===== src/rtl/rdk_pkg.sv =====
`timescale 1ns / 1ps

package rdk_pkg;

  // Event sources
  localparam logic [2:0] FUNC_DIMMER     = 3'd0;
  localparam logic [2:0] FUNC_COMMISSION = 3'd1;
  localparam logic [2:0] FUNC_RELAY      = 3'd2;
  localparam logic [2:0] FUNC_DETENT     = 3'd3;
  localparam logic [2:0] FUNC_TICK       = 3'd4;
  localparam logic [2:0] FUNC_JOINED     = 3'd5;
  localparam logic [2:0] FUNC_LEAVE      = 3'd6;
  localparam logic [2:0] FUNC_RELAY_WR   = 3'd7;

  // Switch events
  localparam logic [2:0] EV_PRESS        = 3'd0;
  localparam logic [2:0] EV_RELEASE      = 3'd1;
  localparam logic [2:0] EV_LONG_PRESS   = 3'd2;
  localparam logic [2:0] EV_LONG_RELEASE = 3'd3;
  localparam logic [2:0] EV_HOLD         = 3'd4;

  // Commands
  localparam logic [2:0] CMD_LED_ONLY    = 3'd0;
  localparam logic [2:0] CMD_TOGGLE      = 3'd1;
  localparam logic [2:0] CMD_OFF         = 3'd2;
  localparam logic [2:0] CMD_LEVEL_STEP  = 3'd3;
  localparam logic [2:0] CMD_COLOR_STEP  = 3'd4;
  localparam logic [2:0] CMD_STEER       = 3'd5;
  localparam logic [2:0] CMD_FACTORY_RST = 3'd6;
  localparam logic [2:0] CMD_RELAY_RPT   = 3'd7;

  // LED codes
  localparam logic [3:0] LED_OFF         = 4'd0;
  localparam logic [3:0] LED_WHITE_ONCE  = 4'd1;
  localparam logic [3:0] LED_RED_ONCE    = 4'd2;
  localparam logic [3:0] LED_YELLOW_ONCE = 4'd3;
  localparam logic [3:0] LED_YELLOW_BLNK = 4'd4;
  localparam logic [3:0] LED_WARN_RED    = 4'd5;
  localparam logic [3:0] LED_RED_BLINK   = 4'd6;
  localparam logic [3:0] LED_BLUE_ONCE   = 4'd7;
  localparam logic [3:0] LED_GREEN_ONCE  = 4'd8;

  // Configuration register indexes
  localparam logic [2:0] REG_DEBOUNCE    = 3'd0;
  localparam logic [2:0] REG_HOLD_TMO    = 3'd1;
  localparam logic [2:0] REG_LEVEL_STEP  = 3'd2;
  localparam logic [2:0] REG_COLOR_STEP  = 3'd3;

  // Reset values of the configuration registers
  localparam logic [15:0] DEBOUNCE_RST   = 16'd50;
  localparam logic [15:0] HOLD_TMO_RST   = 16'd5000;
  localparam logic [7:0]  LEVEL_STEP_RST = 8'd15;
  localparam logic [15:0] COLOR_STEP_RST = 16'd25;

  localparam logic [15:0] HELD_MAX       = 16'hFFFF;

  typedef struct packed {
    logic        button_held;
    logic        turned_while_held;
    logic [15:0] held_ticks;
    logic        network_joined;
    logic        relay_state;
  } state_t;

  typedef struct packed {
    logic [15:0] debounce_window;
    logic [15:0] hold_timeout_ticks;
    logic [7:0]  level_step;
    logic [15:0] color_step;
  } cfg_t;

  typedef struct packed {
    logic [2:0] func;
    logic [2:0] switch_event;
    logic       clockwise;
    logic       leave_rejoin;
    logic       relay_value;
  } event_t;

  typedef struct packed {
    logic        valid;
    logic [2:0]  cmd;
    logic        sent;
    logic        step_up;
    logic [15:0] step_amount;
    logic        relay_on;
    logic [3:0]  led_code;
  } result_t;

endpackage


===== src/rtl/rotary_dimmer_knob_controller.sv =====
`timescale 1ns / 1ps
// Channel   Direction  Handshake              Payload
// event     in         in_valid / in_ready    func, switch_event, clockwise,
//                                             leave_rejoin, relay_value
// result    out        out_valid / out_ready  cmd, sent, step_up, step_amount,
//                                             relay_on, led_code
// config    in         cfg_en                 cfg_index, cfg_data
//
// One request per cycle while the result is not stalled; its result, if any, is valid the cycle after acceptance.
// The rate is set by the single result register between decode and output.
// in_ready is high whenever the result register is empty or being drained.
// A stalled result holds; a new request is taken in the cycle it is drained.
// Synchronous reset restores the default configuration and clears the knob state and out_valid.
// Indexes 4 to 7 are accepted but drive no output.

module rotary_dimmer_knob_controller (
  input  logic        clk,
  input  logic        rst,
  input  logic        in_valid,
  output logic        in_ready,
  input  logic [2:0]  func,
  input  logic [2:0]  switch_event,
  input  logic        clockwise,
  input  logic        leave_rejoin,
  input  logic        relay_value,
  output logic        out_valid,
  input  logic        out_ready,
  output logic [2:0]  cmd,
  output logic        sent,
  output logic        step_up,
  output logic [15:0] step_amount,
  output logic        relay_on,
  output logic [3:0]  led_code,
  input  logic        cfg_en,
  input  logic [2:0]  cfg_index,
  input  logic [15:0] cfg_data
);
  import rdk_pkg::*;

  state_t  state;
  state_t  state_next;
  cfg_t    cfg;
  event_t  ev;
  result_t res;
  logic    accept;

  assign ev = '{func: func, switch_event: switch_event, clockwise: clockwise,
                leave_rejoin: leave_rejoin, relay_value: relay_value};

  assign in_ready = !out_valid || out_ready;
  assign accept   = in_valid && in_ready;

  rdk_decode u_decode (
    .state      (state),
    .cfg        (cfg),
    .ev         (ev),
    .state_next (state_next),
    .res        (res)
  );

  always_ff @(posedge clk) begin
    if (rst) begin
      cfg.debounce_window    <= DEBOUNCE_RST;
      cfg.hold_timeout_ticks <= HOLD_TMO_RST;
      cfg.level_step         <= LEVEL_STEP_RST;
      cfg.color_step         <= COLOR_STEP_RST;
    end else if (cfg_en) begin
      case (cfg_index)
        REG_DEBOUNCE:   cfg.debounce_window    <= cfg_data;
        REG_HOLD_TMO:   cfg.hold_timeout_ticks <= cfg_data;
        REG_LEVEL_STEP: cfg.level_step         <= cfg_data[7:0];
        REG_COLOR_STEP: cfg.color_step         <= cfg_data;
        default: ;
      endcase
    end
  end

  always_ff @(posedge clk) begin
    if (rst) begin
      state     <= '0;
      out_valid <= 1'b0;
    end else if (accept) begin
      state     <= state_next;
      out_valid <= res.valid;
    end else if (out_ready) begin
      out_valid <= 1'b0;
    end
  end

  always_ff @(posedge clk) begin
    if (accept && res.valid) begin
      cmd         <= res.cmd;
      sent        <= res.sent;
      step_up     <= res.step_up;
      step_amount <= res.step_amount;
      relay_on    <= res.relay_on;
      led_code    <= res.led_code;
    end
  end

endmodule


===== src/rtl/rdk_decode.sv =====
`timescale 1ns / 1ps

module rdk_decode (
  input  rdk_pkg::state_t  state,
  input  rdk_pkg::cfg_t    cfg,
  input  rdk_pkg::event_t  ev,
  output rdk_pkg::state_t  state_next,
  output rdk_pkg::result_t res
);
  import rdk_pkg::*;

  logic [15:0] held_inc;

  assign held_inc = (state.held_ticks == HELD_MAX) ? state.held_ticks
                                                   : state.held_ticks + 16'd1;

  always_comb begin
    state_next = state;
    res        = '0;
    case (ev.func)
      FUNC_DIMMER: begin
        if (ev.switch_event == EV_PRESS) begin
          state_next.button_held       = 1'b1;
          state_next.turned_while_held = 1'b0;
          state_next.held_ticks        = '0;
        end else if (ev.switch_event inside {EV_RELEASE, EV_LONG_RELEASE}) begin
          state_next.button_held       = 1'b0;
          state_next.turned_while_held = 1'b0;
          // A turn past the debounce window during the press swallows the release command.
          if (!state.turned_while_held) begin
            res.valid    = 1'b1;
            res.cmd      = (ev.switch_event == EV_RELEASE) ? CMD_TOGGLE : CMD_OFF;
            res.sent     = state.network_joined;
            res.led_code = state.network_joined ? LED_WHITE_ONCE : LED_RED_ONCE;
          end
        end else if (!(ev.switch_event inside {EV_LONG_PRESS, EV_HOLD})) begin
          state_next.button_held       = 1'b0;
          state_next.turned_while_held = 1'b0;
        end
      end
      FUNC_COMMISSION: begin
        case (ev.switch_event)
          EV_RELEASE: begin
            res.valid    = 1'b1;
            res.cmd      = CMD_STEER;
            res.sent     = 1'b1;
            res.led_code = LED_YELLOW_ONCE;
          end
          EV_LONG_PRESS: begin
            res.valid    = 1'b1;
            res.cmd      = CMD_LED_ONLY;
            res.led_code = LED_YELLOW_BLNK;
          end
          EV_LONG_RELEASE: begin
            res.valid    = 1'b1;
            res.cmd      = CMD_LED_ONLY;
            res.led_code = state.network_joined ? LED_OFF : LED_WARN_RED;
          end
          EV_HOLD: begin
            res.valid    = 1'b1;
            res.cmd      = CMD_FACTORY_RST;
            res.sent     = 1'b1;
            res.led_code = LED_RED_BLINK;
          end
          default: ;
        endcase
      end
      FUNC_RELAY: begin
        if (ev.switch_event == EV_RELEASE) begin
          state_next.relay_state = !state.relay_state;
          res.valid    = 1'b1;
          res.cmd      = CMD_RELAY_RPT;
          res.sent     = 1'b1;
          res.relay_on = !state.relay_state;
          res.led_code = LED_BLUE_ONCE;
        end
      end
      FUNC_DETENT: begin
        if (!state.button_held) begin
          res.valid       = 1'b1;
          res.cmd         = CMD_LEVEL_STEP;
          res.step_up     = ev.clockwise;
          res.step_amount = {8'd0, cfg.level_step};
          res.sent        = state.network_joined;
          res.led_code    = state.network_joined ? LED_WHITE_ONCE : LED_RED_ONCE;
        end else if (state.held_ticks >= cfg.debounce_window) begin
          state_next.turned_while_held = 1'b1;
          res.valid       = 1'b1;
          res.cmd         = CMD_COLOR_STEP;
          res.step_up     = ev.clockwise;
          res.step_amount = cfg.color_step;
          res.sent        = state.network_joined;
          res.led_code    = state.network_joined ? LED_WHITE_ONCE : LED_RED_ONCE;
        end
      end
      FUNC_TICK: begin
        if (state.button_held) begin
          state_next.held_ticks = held_inc;
          if (held_inc > cfg.hold_timeout_ticks) begin
            state_next.button_held       = 1'b0;
            state_next.turned_while_held = 1'b0;
          end
        end
      end
      FUNC_JOINED: begin
        state_next.network_joined = 1'b1;
        res.valid    = 1'b1;
        res.cmd      = CMD_LED_ONLY;
        res.led_code = LED_GREEN_ONCE;
      end
      FUNC_LEAVE: begin
        if (!ev.leave_rejoin) begin
          state_next.network_joined = 1'b0;
          res.valid    = 1'b1;
          res.cmd      = CMD_LED_ONLY;
          res.led_code = LED_WARN_RED;
        end
      end
      default: begin
        state_next.relay_state = ev.relay_value;
      end
    endcase
  end

endmodule


===== config.mk =====
export PLATFORM = sky130hd
export DESIGN_NAME = rotary_dimmer_knob_controller
export DESIGN_NICKNAME = d
export VERILOG_FILES = /design/src/rtl/rdk_pkg.sv /design/src/rtl/rotary_dimmer_knob_controller.sv /design/src/rtl/rdk_decode.sv
export SDC_FILE = /design/constraint.sdc
export NUM_CORES = 1
export LEC_CHECK = 0
export BUFFER_PORTS_ARGS = -buffer_cell sky130_fd_sc_hd__buf_2
export CAP_MARGIN = 20
export CORE_UTILIZATION = 36
export DETAILED_ROUTE_END_ITERATION = 16
export SLEW_MARGIN = 20
export SYNTH_ARGS = -nofsm -noshare
export SYNTH_HDL_FRONTEND = slang
export SYNTH_SLANG_ARGS = --single-unit

===== constraint.sdc =====
create_clock -name clk -period 7.4 [get_ports clk]
set_clock_uncertainty 0.1 [all_clocks]
set_input_delay 0.74 -clock clk [delete_from_list [all_inputs] [get_ports clk]]
set_output_delay 0.74 -clock clk [all_outputs]
set_load 0.005 [all_outputs]

* Word-level counts from Yosys, hierarchy flattened *
Cells that the tools add are included.

word-level totals
  bits of input ports = 33
  output and inout port bits = 28
  logic and storage cells = 112
  flip-flop bits (word level) = 103

cells by class
  bitwise operators = 1
  $add $sub $neg = 1
  reductions and logical operators = 28
  $lt $le $gt $ge = 2
  equal/unequal tests = 22
  multiplexer cells = 41

operator list
  kind                                                                      count
  4-bit case mux with 6 select lines                                        2
  22-bit two-way mux                                                        2
  16-bit two-way mux                                                        2
  16-bit case mux with 2 select lines                                       1
  4-bit two-way mux                                                         6
  5-bit two-way mux                                                         4
  3-bit by 2-bit equality test with 1-bit output (second input constant)    6
  18-bit two-way mux                                                        1
  16-bit by 1-bit adder with 16-bit output (second input constant)          1
  16-bit equality test (second input constant)                              1
  16-bit greater-or-equal comparator                                        1
  16-bit greater-than comparator                                            1
  4-bit case mux with 4 select lines                                        1
  3-bit equality test (second input constant)                               4
  2-bit two-way mux                                                         6
  4-bit case mux with 3 select lines                                        1
  3-bit AND reduction                                                       4
  2-bit AND reduction                                                       5
  2-bit nonzero test                                                        5
  3-bit by 1-bit equality test with 1-bit output (second input constant)    3
  3-bit zero test                                                           3
  3-bit two-way mux                                                         3
  2-bit by 1-bit inequality test with 1-bit output (second input constant)  4
  1-bit two-way mux                                                         7
  14 further kinds                                                          21

* Logic depth before layout (Yosys ltp) *
  depth in word-level cells = 7
  depth in mapped cells = 13
  mapped depth without buffers = 12

* Hierarchy *
A second synthesis with hierarchy kept.

unflattened totals
  cell total of the unflattened synthesis = 710
  area total of the unflattened synthesis = 5894.4 sq um

modules (own cells, without submodules)
  module                         seq. area each (sq um)  cells an instance  times used  area each (sq um)
  rotary_dimmer_knob_controller  2322.2                  362                1           3672.3
  rdk_decode                     0.0                     348                1           2222.1

* Worst setup path before layout *
OpenSTA, ideal clock, no wires.

  kind = register to register
  from = reg, netlist name state[8]
  to = reg, netlist name state[19]
  data required time = 7.168 ns
  stages on the path, launching flop included = 14
  slack = 4.227 ns
  setup time = 0.132 ns
  clock period less this slack = 3.173 ns
  buffers on the path = 1
  arrival time = 2.941 ns
  cells stage by stage = dfxtp_1 > buf_4 > nand4_2 > or3_1 > nor2_1 > nand4_1 > mux2_1 > ha_1 > nand4_1 > nor4_1 > a21boi_0 > nand3b_1 > a31o_2 > a21oi_1

between the ends
  longest elaborated chain between the ends = 6
  elaborated cells on any way between the ends = 7
  those cells by class = add/sub (1); order compare (1); eq/ne (1); mux (4)

ends and longest elaborated chain
  element                                                                                  RTL line                            text
  16-bit by 1-bit adder with 16-bit output / 16-bit equality test (equally long branches)  rdk_decode.sv:15, rdk_decode.sv:14
  16-bit two-way mux (*)                                                                   rdk_decode.sv:14                    assign held_inc = (state.held_ticks == HELD_MAX) ? state.held_ticks
  16-bit greater-than comparator (*)                                                       rdk_decode.sv:99                    if (held_inc > cfg.hold_timeout_ticks) begin
  2-bit two-way mux (*)                                                                    rdk_decode.sv:99
  18-bit two-way mux (*)                                                                   rdk_decode.sv:97                    if (state.button_held) begin
  1-bit case mux with 2 select lines (*)                                                   rdk_decode.sv:20                    case (ev.func)

Mark *: on every way between the ends. The rest lies on a longest branch, timed or not. The select of a mux whose other input is x is not followed.
A chain may end at the register's enable or synchronous reset.

* Final worst setup path *
  from = reg, netlist name state[8]
  to = reg, netlist name state[19]

between the ends
  longest elaborated chain between the ends = 6
  elaborated cells on any way between the ends = 7
  those cells by class = add/sub (1); order compare (1); eq/ne (1); mux (4)

ends and longest elaborated chain
  element                                                                                  RTL line
  16-bit by 1-bit adder with 16-bit output / 16-bit equality test (equally long branches)  rdk_decode.sv:15, rdk_decode.sv:14
  16-bit two-way mux (*)                                                                   rdk_decode.sv:14
  16-bit greater-than comparator (*)                                                       rdk_decode.sv:99
  2-bit two-way mux (*)                                                                    rdk_decode.sv:99
  18-bit two-way mux (*)                                                                   rdk_decode.sv:97
  1-bit case mux with 2 select lines (*)                                                   rdk_decode.sv:20

Marks and branches as above.

==> run summary <==
The flow ran to the end, and the final reports show no timing, DRC or antenna violations. The finished cells cover 6050 sq um. Setup violations remaining at the end of the flow were counted as 0. The routed length per placed instance came out at 16.1 microns. The initial antenna violation count came out at 0. In this run the tightest slew margin relative to its limit is 0.324. For this design the total switching power over the nets is 0.297 mW. The number of antenna diodes in the final layout is 0. The path class of the tightest hold or removal check is reg2reg. The commonest register cell after synthesis is dfxtp_1. The global-route wire length before repair came out at 21.9 mm. The core box area came out at 14,500 sq um.

The proportion of power drawn by combinational gates is 0.076. The number of buffers created by CTS came out at 9. The share of flip-flops with an asynchronous set or reset is 0.

The pin count of the biggest net entering global routing is 51. The number of filler instances in the final layout is 1,478. The instance area after placement came out at 5750 sq um. In this run the register-to-register setup slack is 3.77 ns.

The total power divided by cell area came out at 191 nW/um^2. The final number of hold-violating endpoints is 0. The area enclosed by the die boundary is 15,400 sq um.

Of the total power, the share spent switching nets is 0.257. The via count came out at 4,595. The cell internal power dissipation is 0.859 mW. The sequential fraction of design power is 0.516. The slowest stage of the critical path is the dfxtp_1 cell. In this run the most critical hold path is launched from cfg[9]$_SDFFE_PP0P_. The ratio of routed vias to standard cells came out at 5.44. Across the whole layout, storage elements account for 2320 sq um.

The critical path class is reg2reg. Setup repair after global routing left no endpoint under its margin. The clock slew seen by the registers of the worst setup and hold paths came out at 0.08 ns. After layout, the design draws a total of 1.16 mW.

Counting every net in the synthesized netlist gives 681. The number of buffers and inverters on the critical path is 0. The H-tree generated during clock tree synthesis spans 3 levels. The number of buffers inserted by port buffering came out at 60. Counting stages on the worst path, the most repeated cell is nand4_1. For this configuration, the core starts out at a cell density of 0.368. After the first detailed-routing iteration, the DRC count stood at 413.

The cell chosen for the clock root is clkbuf_16. The count of final max-slew check failures is 0. The required time at the endpoint of the critical path came out at 7.51 ns.

The CTS tree is built. The number of different library cells in the post-synthesis netlist is 67. The proportion of synthesized chip area in sequential cells came out at 0.434. The clock insertion delay at the later pin of the skew report came out at 0.35 ns. The cell count after synthesis is 615. The final-layout setup total negative slack is 0 ns. At the end of routability-driven placement, the weighted congestion stood at 0.954. The count of warnings emitted by yosys came out at 0. The width of the die is 124 microns. The area of the multi-input gates is 2750 sq um. In this run the static leakage power is 2.32 nW. The clock passes through at most 2 buffers. The overall routed net length came out at 13.6 mm. The remaining antenna violation count is 0.

STA puts the critical path data arrival time at 3.74 ns. The sort of element at the start of the critical path is a register. The path length in cells of the critical path came out at 12. The net count reported at finish came out at 721. The number of post-CTS setup repair buffers is 0. CTS saw 103 sinks. The total of max-cap violations is 0. The synthesized design contains 103 register bits. The hold path depth is 2.

The die span in y is 124 microns. The total number of placement rows is 44. The critical path endpoint category is a register.

Walking the worst path, the cells encountered are nand4_2, or3_1, nor2_1, nand4_1, mux2_1, ha_1, nand4_1, nor4_1, a21boi_0, nand3b_1, a31o_2, a21oi_1. The I/O pin count is 61. The worst supply voltage drop on vdd is 0.0921 mV. The relative contribution of the clock network to total power came out at 0.407.

The startpoint of the worst register-to-register path is state[8]$_SDFFE_PP0P_. The worst reg2reg path depth is 12. Across every metal layer, demand over resource in global routing totals 0.186. For hold timing, the worst endpoint is cfg[9]$_SDFFE_PP0P_. In this design, the stage delay of the slowest critical-path cell is 0.54 ns.

The endpoint of the lowest-slack register-to-register path is state[19]$_SDFFE_PP0P_. The ratio of cells with drive above 1 in the final layout came out at 0.141. The via count of the first global-routing pass came to 4,307.

The detailed placer's ending HPWL is 10.0 mm. Relative to the synthesized area, the layout overhead comes to 13.1%. The peak fanout along the critical path is 10. The total DRC errors in the routed layout came out at 0. The transition at the pin with the smallest max-transition slack came out at 1.01 ns. The minimum period implied by the final worst setup slack came out at 3.63 ns. The number of flops mapped to enable cells by yosys came out at 26.

After synthesis the cells add up to 5350 sq um. The global-route congestion overflow total came out at 0. The hold buffer count at cts came out at 0. A synthesized cell averages 8.70 sq um. The count of TritonRoute iterations in the first routing pass is 5. In the finished design, the share of the clock period the worst path needs comes to 0.491. The highest clock frequency the design can meet came out at 0.275 GHz. The cell family contributing the most delay on the critical path is simple AND/OR/NAND/NOR gates.

The post-cts sizing count came out at 0.
-- synthesized netlist by cell type, types with 2 or more instances --
| library cell | instances | share of area |
|---|---|---|
| nor4_1 | 3 | 0.0035 |
| a31oi_1 | 12 | 0.014 |
| o21ai_0 | 7 | 0.0065 |
| nor4_4 | 2 | 0.0079 |
| o211ai_1 | 10 | 0.014 |
| dfxtp_1 | 77 | 0.29 |
| o21bai_1 | 2 | 0.0028 |
| or3_1 | 6 | 0.0070 |
| a311oi_1 | 2 | 0.0033 |
| buf_1 | 2 | 0.0014 |
| and2_1 | 12 | 0.014 |
| a2111o_1 | 2 | 0.0042 |
| nand4_1 | 11 | 0.013 |
| mux2i_1 | 8 | 0.015 |
| clkbuf_1 | 20 | 0.014 |
| nand2_1 | 124 | 0.087 |
| edfxtp_1 | 26 | 0.15 |
| nand3_1 | 17 | 0.016 |
| nor3_1 | 3 | 0.0028 |
| a21oi_1 | 63 | 0.059 |
| a21o_1 | 3 | 0.0042 |
| buf_2 | 7 | 0.0065 |
| mux2_1 | 2 | 0.0042 |
| inv_1 | 39 | 0.027 |
| a22o_1 | 9 | 0.015 |
| o21ai_2 | 2 | 0.0033 |
| and4_1 | 2 | 0.0033 |
| a21boi_0 | 2 | 0.0028 |
| o21a_1 | 3 | 0.0042 |
| a41o_1 | 2 | 0.0037 |
| and3_1 | 2 | 0.0023 |
| ha_1 | 33 | 0.077 |
| o21ai_1 | 8 | 0.0075 |
| xnor2_1 | 13 | 0.021 |
| nand2b_1 | 9 | 0.011 |
| o31ai_1 | 3 | 0.0042 |
| nor2_1 | 36 | 0.025 |
| nor2b_1 | 2 | 0.0023 |
-- registers in the layout, indices dropped and copies added (netlist names) --
register / count
led_code: 4
cmd: 3
relay_on: 1
state: 20
step_up: 1
step_amount: 16
out_valid: 1
sent: 1
cfg: 56
-- power groups by stage --
stage / registers [mW] / clock network (mW) / logic, mW
2_1_floorplan: 0.610 / 0 / 0.0494
3_3_place_gp: 0.610 / 0 / 0.0856
3_5_place_dp: 0.610 / 0 / 0.0875
4_1_cts: 0.597 / 0.476 / 0.0880
5_1_grt: 0.599 / 0.501 / 0.0981
6_report: 0.597 / 0.471 / 0.0882
-- cell usage in the layout (no fill, tap or decap), drive strengths merged, types with 3 or more instances in the layout --
cell type  count
clkinv         3
nor2          37
o21a           3
a21oi         63
a21o           3
and2          12
nor4           5
clkbuf        10
nand2b         9
a31oi         12
dfxtp         77
nor3           4
mux2i          8
ha            33
a22o           9
xnor2         13
mux2           3
edfxtp        26
nand2        124
nand3         18
or3            6
o31ai          3
buf           61
o21ai         17
inv           42
nand4         12
o211ai        10
-- metrics by stage --
| stage | worst slack (ns) | hold WS, ns | cells | utilization |
|---|---|---|---|---|
| floorplan | 4.23 | 0.332 | 615 | - |
| global placement | 3.94 | 0.337 | 828 | 0.396 |
| detailed placement | 3.80 | 0.343 | 828 | 0.396 |
| CTS | 3.79 | 0.354 | 844 | 0.416 |
| global route | 3.51 | 0.373 | 844 | 0.416 |
| finish | 3.77 | 0.351 | 844 | 0.416 |
-- cells by family (layout without fill, tap and decap cells) --
| kind of cell | after synthesis | count (layout) | synth area share |
|---|---|---|---|
| flip-flops | 103 | 103 | 0.434 |
| multiplexers | 11 | 11 | 0.0213 |
| AO/OA/AOI/OAI | 144 | 144 | 0.176 |
| XOR/XNOR | 13 | 13 | 0.0213 |
| buffers and inverters | 72 | 117 | 0.0545 |
| adder cells (fa/ha/maj) | 33 | 33 | 0.0771 |
| AND/OR/NAND/NOR | 239 | 239 | 0.216 |
-- routing by layer --
metal / wire, microns / vias to the layer above / GRT usage
met1: 6190 / 2214 / 0.239
met2: 6480 / 118 / 0.310
met3: 637 / 22 / 0.0330
met4: 264 / 0 / 0.0729
li1: - / 2241 / -
met5: 0 / - / 0
-- worst register-to-register path: stages (launching register included) --
cell	delay, ns
dfxtp_1	0.54
nand4_2	0.27
or3_1	0.47
nor2_1	0.12
nand4_1	0.16
mux2_1	0.36
ha_1	0.32
nand4_1	0.16
nor4_1	0.40
a21boi_0	0.22
nand3b_1	0.17
a31o_2	0.16
a21oi_1	0.05
-- worst max path at each step --
stage | start | endpoint | slack [ns]
global route | state[8]$_SDFFE_PP0P_ | state[19]$_SDFFE_PP0P_ | 3.51
global placement | state[8]$_SDFFE_PP0P_ | state[19]$_SDFFE_PP0P_ | 3.94
CTS | state[8]$_SDFFE_PP0P_ | state[19]$_SDFFE_PP0P_ | 3.79
detailed placement | state[8]$_SDFFE_PP0P_ | state[19]$_SDFFE_PP0P_ | 3.80
floorplan | state[8]$_SDFFE_PP0P_ | state[19]$_SDFFE_PP0P_ | 4.23
finish | state[8]$_SDFFE_PP0P_ | state[19]$_SDFFE_PP0P_ | 3.77
-- cell type report --
class / count / area share
multi-input cells: 440 / 0.455
flip-flops and latches: 103 / 0.384
well taps: 184 / 0.0380
repair buffers: 61 / 0.0509
clock inverters: 6 / 0.0101
clock buffers: 10 / 0.0378
inverters: 40 / 0.0248
Note: power is estimated with default switching activity, not from simulation.
